### src/sv/wfu_pkg.sv
// Shared types and constants for the WebSocket frame unmasker.
`timescale 1ns / 1ps
`default_nettype none

package wfu_pkg;

	localparam int QUEUE_DEPTH = 2;

	localparam logic [6:0] LEN_EXT16 = 7'd126;
	localparam logic [6:0] LEN_EXT64 = 7'd127;

	typedef struct packed {
		logic [7:0] data;
		logic [7:0] key;
		logic       valid;
		logic       last;
		logic       err;
	} op_t;

endpackage

`default_nettype wire

### src/sv/wfu_front.sv
// Front end: frame header parser that classifies stream bytes into result ops.
`timescale 1ns / 1ps
`default_nettype none

module wfu_front (
	input  wire               clk,
	input  wire               arst_n,
	input  wire               in_fire,
	input  wire  [7:0]        rx_byte,
	output logic              push,
	output wfu_pkg::op_t      op
);

	localparam logic [2:0] PH_HDR  = 3'd0;
	localparam logic [2:0] PH_LEN  = 3'd1;
	localparam logic [2:0] PH_EXT  = 3'd2;
	localparam logic [2:0] PH_MASK = 3'd3;
	localparam logic [2:0] PH_DATA = 3'd4;

	logic [2:0]  phase_q;
	logic [15:0] remaining_q;
	logic [31:0] mask_key_q;
	logic [1:0]  hdr_idx_q;
	logic [1:0]  mask_idx_q;

	logic [6:0]  code;
	logic [7:0]  key_byte;

	assign code = rx_byte[6:0];

	always_comb begin
		case (mask_idx_q)
			2'd0: key_byte = mask_key_q[31:24];
			2'd1: key_byte = mask_key_q[23:16];
			2'd2: key_byte = mask_key_q[15:8];
			default: key_byte = mask_key_q[7:0];
		endcase
	end

	always_comb begin
		push     = 1'b0;
		op.data  = 8'd0;
		op.key   = 8'd0;
		op.valid = 1'b0;
		op.last  = 1'b1;
		op.err   = 1'b0;
		case (phase_q)
			PH_LEN: begin
				if (in_fire && code == wfu_pkg::LEN_EXT64) begin
					push   = 1'b1;
					op.err = 1'b1;
				end
			end
			PH_MASK: begin
				if (in_fire && hdr_idx_q == 2'd3 && remaining_q == 16'd0) begin
					push = 1'b1;
				end
			end
			PH_DATA: begin
				push     = in_fire;
				op.data  = rx_byte;
				op.key   = key_byte;
				op.valid = 1'b1;
				op.last  = (remaining_q == 16'd1);
			end
			default: begin
				push = 1'b0;
			end
		endcase
	end

	always_ff @(posedge clk or negedge arst_n) begin
		if (!arst_n) begin
			phase_q     <= PH_HDR;
			remaining_q <= 16'd0;
			mask_key_q  <= 32'd0;
			hdr_idx_q   <= 2'd0;
			mask_idx_q  <= 2'd0;
		end else if (in_fire) begin
			case (phase_q)
				PH_LEN: begin
					hdr_idx_q <= 2'd0;
					if (code == wfu_pkg::LEN_EXT64) begin
						phase_q <= PH_HDR;
					end else if (code == wfu_pkg::LEN_EXT16) begin
						remaining_q <= 16'd0;
						phase_q     <= PH_EXT;
					end else begin
						remaining_q <= {9'd0, code};
						phase_q     <= PH_MASK;
					end
				end
				PH_EXT: begin
					remaining_q <= {remaining_q[7:0], rx_byte};
					if (hdr_idx_q[0]) begin
						hdr_idx_q <= 2'd0;
						phase_q   <= PH_MASK;
					end else begin
						hdr_idx_q <= 2'd1;
					end
				end
				PH_MASK: begin
					case (hdr_idx_q)
						2'd0: mask_key_q[31:24] <= rx_byte;
						2'd1: mask_key_q[23:16] <= rx_byte;
						2'd2: mask_key_q[15:8]  <= rx_byte;
						default: mask_key_q[7:0] <= rx_byte;
					endcase
					if (hdr_idx_q == 2'd3) begin
						hdr_idx_q  <= 2'd0;
						mask_idx_q <= 2'd0;
						phase_q    <= (remaining_q == 16'd0) ? PH_HDR : PH_DATA;
					end else begin
						hdr_idx_q <= hdr_idx_q + 2'd1;
					end
				end
				PH_DATA: begin
					mask_idx_q  <= mask_idx_q + 2'd1;
					remaining_q <= remaining_q - 16'd1;
					if (remaining_q == 16'd1) begin
						phase_q <= PH_HDR;
					end
				end
				default: begin
					phase_q <= PH_LEN;
				end
			endcase
		end
	end

	a_push_needs_item: assert property (@(posedge clk) disable iff (!arst_n)
		push |-> in_fire) else $error("op pushed without an accepted item");
	a_err_is_last: assert property (@(posedge clk) disable iff (!arst_n)
		push && op.err |-> op.last && !op.valid) else $error("error op not marked last");

endmodule

`default_nettype wire

### src/sv/wfu_queue.sv
// Short op queue between the header parser and the output stage.
`timescale 1ns / 1ps
`default_nettype none

module wfu_queue #(
	parameter int DEPTH = wfu_pkg::QUEUE_DEPTH
) (
	input  wire               clk,
	input  wire               arst_n,
	input  wire               push,
	input  wfu_pkg::op_t      push_op,
	output logic              full,
	input  wire               pop,
	output wfu_pkg::op_t      pop_op,
	output logic              not_empty
);

	localparam int PW = (DEPTH > 1) ? $clog2(DEPTH) : 1;
	localparam int CW = $clog2(DEPTH + 1);
	localparam logic [PW-1:0] LAST_PTR = PW'(DEPTH - 1);
	localparam logic [CW-1:0] FULL_CNT = CW'(DEPTH);

	wfu_pkg::op_t entries_q [DEPTH];
	logic [PW-1:0] wr_ptr_q;
	logic [PW-1:0] rd_ptr_q;
	logic [CW-1:0] count_q;

	assign full      = (count_q == FULL_CNT);
	assign not_empty = (count_q != '0);
	assign pop_op    = entries_q[rd_ptr_q];

	always_ff @(posedge clk) begin
		if (push) begin
			entries_q[wr_ptr_q] <= push_op;
		end
	end

	always_ff @(posedge clk or negedge arst_n) begin
		if (!arst_n) begin
			wr_ptr_q <= '0;
			rd_ptr_q <= '0;
			count_q  <= '0;
		end else begin
			if (push) begin
				wr_ptr_q <= (wr_ptr_q == LAST_PTR) ? '0 : wr_ptr_q + PW'(1);
			end
			if (pop) begin
				rd_ptr_q <= (rd_ptr_q == LAST_PTR) ? '0 : rd_ptr_q + PW'(1);
			end
			if (push && !pop) begin
				count_q <= count_q + CW'(1);
			end else if (pop && !push) begin
				count_q <= count_q - CW'(1);
			end
		end
	end

	a_no_overflow: assert property (@(posedge clk) disable iff (!arst_n)
		full |-> !push) else $error("push into full queue");
	a_no_underflow: assert property (@(posedge clk) disable iff (!arst_n)
		pop |-> not_empty) else $error("pop from empty queue");

endmodule

`default_nettype wire

### src/sv/wfu_back.sv
// Back end: unmasks queued ops into the registered output stage.
`timescale 1ns / 1ps
`default_nettype none

module wfu_back (
	input  wire               clk,
	input  wire               arst_n,
	input  wire               not_empty,
	input  wfu_pkg::op_t      op,
	output logic              pop,
	output logic              m_axis_tvalid,
	input  wire               m_axis_tready,
	output logic [7:0]        m_axis_tdata,
	output logic              m_axis_tlast,
	output logic [1:0]        m_axis_tuser
);

	logic       valid_q;
	logic [7:0] data_q;
	logic       last_q;
	logic [1:0] user_q;

	assign pop           = not_empty && (!valid_q || m_axis_tready);
	assign m_axis_tvalid = valid_q;
	assign m_axis_tdata  = data_q;
	assign m_axis_tlast  = last_q;
	assign m_axis_tuser  = user_q;

	always_ff @(posedge clk or negedge arst_n) begin
		if (!arst_n) begin
			valid_q <= 1'b0;
		end else if (pop) begin
			valid_q <= 1'b1;
		end else if (m_axis_tready) begin
			valid_q <= 1'b0;
		end
	end

	always_ff @(posedge clk) begin
		if (pop) begin
			data_q <= op.data ^ op.key;
			last_q <= op.last;
			user_q <= {op.err, op.valid};
		end
	end

	a_pop_loads: assert property (@(posedge clk) disable iff (!arst_n)
		pop |=> m_axis_tvalid) else $error("popped op not presented");

endmodule

`default_nettype wire

### src/sv/websocket_frame_unmasker.sv
// Top level of the WebSocket client frame unmasker.
//
// Input: one received stream byte per item on s_axis (tdata = rx_byte).
// Each frame is a header byte (ignored), a length byte (code 126 adds a
// 16-bit big-endian length), four mask-key bytes and the payload.
// Output: one item per payload byte on m_axis, tdata = unmasked byte,
// tlast marks the last item of a frame, tuser = {length_error, data_valid}.
// A zero-length frame gives one item with data_valid low and tlast high.
// Length code 127 gives one item with length_error and tlast high, and the
// parser then waits for the next frame's header byte.
// Throughput: one byte per cycle while the queue is not full; the parser steps once per byte.
// An item that produces a result is written to the queue at the accepting
// edge and reaches m_axis through the output register once that is free.
// Reset clears the parser to wait for a header byte and empties the queue.
// When the receiver stalls, the output register holds, the queue fills and
// s_axis_tready drops once the queue is full.
`timescale 1ns / 1ps
`default_nettype none

module websocket_frame_unmasker #(
	parameter int QUEUE_DEPTH = wfu_pkg::QUEUE_DEPTH
) (
	input  wire         clk,
	input  wire         arst_n,
	input  wire         s_axis_tvalid,
	output logic        s_axis_tready,
	input  wire  [7:0]  s_axis_tdata,   // [7:0] rx_byte
	output logic        m_axis_tvalid,
	input  wire         m_axis_tready,
	output logic [7:0]  m_axis_tdata,   // [7:0] payload_byte
	output logic        m_axis_tlast,
	output logic [1:0]  m_axis_tuser    // [0] data_valid, [1] length_error
);

	logic         in_fire;
	logic         push;
	logic         full;
	logic         pop;
	logic         not_empty;
	wfu_pkg::op_t push_op;
	wfu_pkg::op_t pop_op;

	assign s_axis_tready = !full;
	assign in_fire       = s_axis_tvalid && s_axis_tready;

	wfu_front u_front (
		.clk     (clk),
		.arst_n  (arst_n),
		.in_fire (in_fire),
		.rx_byte (s_axis_tdata),
		.push    (push),
		.op      (push_op)
	);

	wfu_queue #(
		.DEPTH (QUEUE_DEPTH)
	) u_queue (
		.clk       (clk),
		.arst_n    (arst_n),
		.push      (push),
		.push_op   (push_op),
		.full      (full),
		.pop       (pop),
		.pop_op    (pop_op),
		.not_empty (not_empty)
	);

	wfu_back u_back (
		.clk           (clk),
		.arst_n        (arst_n),
		.not_empty     (not_empty),
		.op            (pop_op),
		.pop           (pop),
		.m_axis_tvalid (m_axis_tvalid),
		.m_axis_tready (m_axis_tready),
		.m_axis_tdata  (m_axis_tdata),
		.m_axis_tlast  (m_axis_tlast),
		.m_axis_tuser  (m_axis_tuser)
	);

endmodule

`default_nettype wire
### config.mk
export PLATFORM = sky130hd
export DESIGN_NAME = websocket_frame_unmasker
export DESIGN_NICKNAME = d
export VERILOG_FILES = /design/src/sv/wfu_pkg.sv /design/src/sv/wfu_front.sv /design/src/sv/wfu_queue.sv /design/src/sv/wfu_back.sv /design/src/sv/websocket_frame_unmasker.sv
export SDC_FILE = /design/constraint.sdc
export NUM_CORES = 1
export LEC_CHECK = 0
export BUFFER_PORTS_ARGS = -buffer_cell sky130_fd_sc_hd__buf_4
export CORE_ASPECT_RATIO = 0.6
export CORE_MARGIN = 1
export CORE_UTILIZATION = 61
export CTS_CLUSTER_DIAMETER = 200
export DETAILED_ROUTE_END_ITERATION = 16
export GPL_TIMING_DRIVEN = 0
export PLACE_DENSITY = 0.86
export SLEW_MARGIN = 25
export SYNTH_ARGS = -nofsm -noshare
export SYNTH_HDL_FRONTEND = slang
export SYNTH_SLANG_ARGS = --single-unit
### constraint.sdc
create_clock -name clk -period 3.9 [get_ports clk]
set_clock_uncertainty 0.15 [all_clocks]
set_input_delay 0.39 -clock clk [delete_from_list [all_inputs] [get_ports clk]]
set_output_delay 0.39 -clock clk [all_outputs]
set_load 0.03 [all_outputs]
== Yosys cells after proc, flatten, opt, wreduce, memory -nomap -nowiden ==
Memories as Yosys holds them, arrays and structs flattened.
Index checks and enable logic that the tools add are counted.

* Bits in registers: 71
* Bits in writable memories: 38
* Bits of input ports: 12
* Output and inout port bits: 13
* Memories: 1

{| class="wikitable"
|+ Memory list
! name !! depth !! width !! read ports !! clocked after memory_dff !! wr ports !! RTL line !! RTL
|-
| u_queue.entries_q || 2 || 19 || 1 || 0 || 1 || wfu_queue.sv:23 || <nowiki>wfu_pkg::op_t entries_q [DEPTH];</nowiki>
|}

* Add/sub/neg operators: 7
* Eq/ne operators: 17
* Muxes and demuxes: 29
* Bitwise operators: 2
* Reduce and logical (&&, ||, !) cells: 30

{| class="wikitable"
|+ Operators with widths
! kind !! number
|-
| 16-bit one-hot mux with 3 select lines || 1
|-
| 8-bit one-hot mux with 3 select lines || 1
|-
| 18-bit two-way mux || 1
|-
| 3-bit AND reduction || 6
|-
| 16-bit by 1-bit == test with 1-bit output, second input constant || 1
|-
| 16-bit logical NOT || 1
|-
| 16-bit two-way mux || 1
|-
| 16-bit by 1-bit subtractor with 16-bit output, second input constant || 1
|-
| 3-bit two-way mux || 5
|-
| 7-bit == test, second input constant || 2
|-
| 3-bit one-hot mux with 4 select lines || 1
|-
| 1-bit two-way mux || 11
|-
| 2-bit == test, second input constant || 4
|-
| 2-bit two-way mux || 4
|-
| 2-bit nonzero test || 4
|-
| 8-bit XOR || 1
|-
| 1-bit logical AND || 7
|-
| 7-bit two-way mux || 1
|-
| 2-bit by 1-bit adder with 2-bit output, second input constant || 3
|-
| 3-bit by 2-bit == test with 1-bit output, second input constant || 2
|-
| 2-bit by 1-bit != test with 1-bit output, second input constant || 3
|-
| 2-bit one-hot mux with 3 select lines || 1
|-
| 3-bit nonzero test || 2
|-
| 2-bit by 1-bit == test with 1-bit output, second input constant || 2
|-
| 14 further kinds || 19
|}

== Logic depth before layout (Yosys ltp) ==
* Depth after elaboration: 11
* Gate-level depth with buffers: 12

== By module ==
A second synthesis with hierarchy kept.

* Cells, all modules: 420
* Area total of the unflattened synthesis: 5377.7 sq um

{| class="wikitable"
|+ Modules (own cells, without submodules)
! module !! times used !! cells each !! area an instance (sq um)
|-
| wfu_front || 1 || 320 || 3283.1
|-
| wfu_queue || 1 || 75 || 1640.3
|-
| wfu_back || 1 || 23 || 444.2
|-
| websocket_frame_unmasker || 1 || 2 || 10.0
|}

== Worst setup path before layout ==
No wires, ideal clock.

* Path type: register to register
* Start: register u_front.remaining_q[11]
* End: memory u_queue.entries_q[1][0] (netlist name), enable pin
* Arrival time: 2733 ps
* Data required time: 3353 ps
* Path slack: 620 ps
* Stages on the path, launching flop included: 6
* Clock period less this slack: 3280 ps
* Cells stage by stage: dfrtp_1 or4_1 or4_4 nor4_4 a31oi_2 nor2b_1

* Longest elaborated chain between the ends: 6

{| class="wikitable"
|+ RTL lines
! what !! RTL line !! RTL
|-
| start: declaration || wfu_front.sv:21 || <nowiki>logic [15:0] remaining_q;</nowiki>
|-
| start signal: assignment || wfu_front.sv:89 || <nowiki>remaining_q <= {9'd0, code};</nowiki>
|-
| start signal: assignment || wfu_front.sv:94 || <nowiki>remaining_q <= {remaining_q[7:0], rx_byte};</nowiki>
|-
| start signal: assignment || wfu_front.sv:119 || <nowiki>remaining_q <= remaining_q - 16'd1;</nowiki>
|-
| 16-bit logical NOT || wfu_front.sv:55 || <nowiki>if (in_fire && hdr_idx_q == 2'd3 && remaining_q == 16'd0) begin</nowiki>
|-
| 1-bit logical AND || wfu_front.sv:55 ||
|-
| 1-bit two-way mux || wfu_front.sv:55 ||
|-
| 1-bit one-hot mux with 3 select lines || wfu_front.sv:47 || <nowiki>case (phase_q)</nowiki>
|-
| 1-bit two-way mux || wfu_queue.sv:33 || <nowiki>if (push) begin</nowiki>
|-
| 1-bit two-way mux (not written as such) || wfu_queue.sv:34 || <nowiki>entries_q[wr_ptr_q] <= push_op;</nowiki>
|-
| end: declaration || wfu_queue.sv:23 ||
|}

Every way passes these cells.

== Final worst setup path ==
* Start: register u_front.remaining_q[11]
* End: memory u_queue.entries_q[0][18] (netlist name), enable pin

The elaborated chain is that of the path after synthesis.

==> summary.md <==
| Metric | Value |
|---|---|
| Run status | finished, final reports clean |
| FFs w/ async S/R, synth | 55.0% |
| Commonest non-fill, non-tap cell in the layout | dfrtp_1 |
| Max Cap Violations | 0 |
| CTS root buffer | clkbuf_16 |
| Clock transition at the registers of the reported paths | 0.07 ns |
| PwrDens | 733 nW/um^2 |
| Final Instance Area | 5700 sq um |
| Largest net degree at the start of global routing | 61 |
| DRT antenna net count | 0 |
| Antenna violations before repair | 0 |
| Clk_lat worst skew | 0.35 ns |
| CORE AREA | 7950 sq um |
| Final setup viols | 0 |
| Initial Util | 63.7% |
| Vias in the first global route | 3,636 |
| CTS tree | built |
| Max-slew headroom | 46.4% |
| Synth Register Bits | 109 |
| Commonest non-fill, non-tap cells in the layout | 60 x dfrtp_1, 49 x edfxtp_1, 40 x nor2_1, 35 x mux2_2, 30 x o21ai_0 |
| Crit path DAT | 3.05 ns |
| Least-Margin Pin Slew | 0.804 ns |
| WS Path Type | flop to flop |
| Dpl cells | 560 |
| DRT iter0 DRCs | 558 |
| Post-DR wirelength/cell | 19.8 um |
| Resize count post-CTS | 0 |
| FF-to-FF setup slack | 0.75 ns |
| Routed WL | 11.5 mm |
| Dpl ws | 0.812 ns |
| Element type at the critical path start | flop |
| Diode count | 0 |
| Finished Layout Cells | 577 |
| # rows | 25 |
| Synth Flop Type | dfrtp_1 |
| Vias | 3,714 |
| Mapped Nets | 453 |
| RSZ-0062 raised after global routing | no |
| Die area | 8680 sq um |
| Tot GR Track Use | 28.8% |
| Area Overhead vs Synth | 12.6% |
| Layout cells sized above 1 | 18.1% |
| Crit path max fanout | 14 |
| Synthesized cell area | 5060 sq um |
| Gate power share | 34.5% |
| Final #Nets | 488 |
| Placed cell area | 5380 sq um |
| Switch Pwr | 1.52 mW |
| Buffers on Ports | 21 |
| Fin crit share | 80.8% |
| EDFF count, synth | 49 |
| Cells after Synth | 429 |
| Clock power frac | 22.5% |
| Max-slew violations | 0 |
| Leakage | 2.37 nW |
| Tmin final | 3.15 ns |
| RePlAce Congestion | 0.874 |
| Htree depth | 3 |
| Flop pwr share | 43.0% |
| CTS Sinks | 109 |
| Cts bufs inserted | 9 |
| First-pass GRT wire length | 18.7 mm |
| Synth unique cells | 49 |
| Switch share | 36.3% |
| Vias per Instance | 6.44 |
| Yosys warns | 0 |
| Final Hold Vio Count | 0 |
| Post-synthesis sequential area ratio | 58.7% |
| Total Neg Setup Slack | 0 ns |
| HP Class | input port to flop |
| # IOs | 25 |
| Setup ws final | 0.750 ns |
| Final Core Density | 71.7% |
| Maximum clock frequency | 318 MHz |
| Final HPWL DP | 7.90 mm |
| CTS Buffer Depth | 2 |
| Residual DRC | 0 |
| CP Capture Type | flop |
| Internal power | 2.66 mW |
| Syn_area_per_cell | 11.8 sq um |
| CP required | 3.80 ns |
| Chip width | 120 um |
| Die height | 72.6 um |
| Peak VDD IR | 322 uV |
| First-pass detailed-route iteration total | 6 |
| Fillers | 543 |
| GRT Residual Overflow | 0 |
path summary, 6_finish.rpt:
check | from | to | cells past startpoint
setup / recovery | u_front.remaining_q[11]$_DFFE_PN0P_ | u_queue.entries_q[0][18]$_DFFE_PP_ | 6
hold / removal | m_axis_tready | u_back.m_axis_tvalid$_DFFE_PN0P_ | 3
hold reg to reg | u_front.mask_key_q[23]$_DFFE_PN0P_ | u_front.mask_key_q[23]$_DFFE_PN0P_ | 1
setup reg to reg | u_front.remaining_q[11]$_DFFE_PN0P_ | u_queue.entries_q[0][18]$_DFFE_PP_ | 6
min in group asynchronous | arst_n | u_front.hdr_idx_q[1]$_DFFE_PN0P_ | 2
max in group asynchronous | arst_n | u_front.remaining_q[4]$_DFFE_PN0P_ | 2
metal layers:
layer	wire [um]	track usage, %	vias up
met4	197	9.58	0
met3	1090	5.97	20
li1	-	-	1639
met5	0	0	-
met2	5260	45.7	221
met1	4910	40.4	1834
repair_timing:
action,CTS,global route
endpoints found under the hold margin,9,0
buffers inserted,0,0
hold buffers,1,0
power groups by stage:
stage / logic (mW) / clock network (mW) / registers, mW
floorplan: 0.951 / 0 / 1.83
global placement: 1.34 / 0 / 1.78
detailed placement: 1.40 / 0 / 1.80
CTS: 1.42 / 0.941 / 1.79
global route: 1.58 / 0.983 / 1.83
finish: 1.44 / 0.940 / 1.80
critical path, cell delays in order, from the launching register on:
cell     delay [ns]
dfrtp_1        0.42
or4_1          0.58
or4_4          0.46
nor4_4         0.39
a31oi_2        0.23
nor2_2         0.37
buf_6          0.25
through the flow:
step | hold slack [ns] | power (mW)
6_report | 0.179 | 4.18
5_1_grt | 0.203 | 4.39
4_1_cts | 0.177 | 4.15
3_5_place_dp | 0.345 | 3.20
3_3_place_gp | 0.324 | 3.11
2_1_floorplan | -0.0556 | 2.78
layout make-up:
type	instances	area (sq um)	share of cell area, %
Buffer	27	103	1.80
Clock buffer	10	239	4.19
Clock inverter	6	68.8	1.21
Inverter	11	41.3	0.724
Multi-Input combinational cell	282	1950	34.2
Sequential cell	109	2970	52.2
Tap cell	108	135	2.37
Timing Repair Buffer	24	190	3.34
cell usage after synthesis, types with 2 or more instances:
cell / n / share of area, %
o21ai_0: 30 / 3.0
o22ai_1: 2 / 0.25
nand2b_1: 4 / 0.49
xor2_1: 10 / 1.7
nor4_1: 3 / 0.37
mux2_2: 35 / 7.8
clkbuf_1: 26 / 1.9
xnor2_1: 11 / 1.9
and2_1: 9 / 1.1
a32oi_1: 2 / 0.35
and3_1: 2 / 0.25
o2bb2ai_1: 3 / 0.52
dfrtp_1: 60 / 30
o21ai_1: 7 / 0.69
nor2b_1: 2 / 0.25
edfxtp_1: 49 / 29
inv_1: 10 / 0.74
a222oi_1: 8 / 1.6
nand3_1: 6 / 0.59
a22oi_1: 7 / 1.0
nand2_1: 18 / 1.3
ha_1: 12 / 3.0
or3_1: 3 / 0.37
nand4_1: 7 / 0.87
nand3b_1: 2 / 0.30
a22o_1: 2 / 0.35
nor3_1: 7 / 0.69
or2_2: 2 / 0.25
a21oi_1: 26 / 2.6
nor2_1: 41 / 3.0
a21o_1: 5 / 0.74
flip-flops by register name, indices dropped and copies added, names as in the netlist:
name                  cells
u_queue.wr_ptr_q          1
u_front.remaining_q      16
u_back.m_axis_tdata       8
u_queue.entries_q        38
u_back.m_axis_tlast       1
u_queue.rd_ptr_q          1
u_front.mask_key_q       32
u_back.m_axis_tuser       2
u_front.phase_q           3
u_back.m_axis_tvalid      1
u_front.hdr_idx_q         2
u_queue.count_q           2
u_front.mask_idx_q        2
cells by family (layout without fill, tap and decap cells):
kind of cell / Yosys count / count (layout) / synth area share [%]
flops: 109 / 109 / 58.7
xor+xnor: 21 / 21 / 3.63
simple gates: 112 / 112 / 11.2
buf+inv: 38 / 78 / 2.84
compound gates: 102 / 102 / 12.8
fa+ha+maj: 12 / 12 / 2.97
mux: 35 / 35 / 7.79
(Power assumes the default switching activity.)
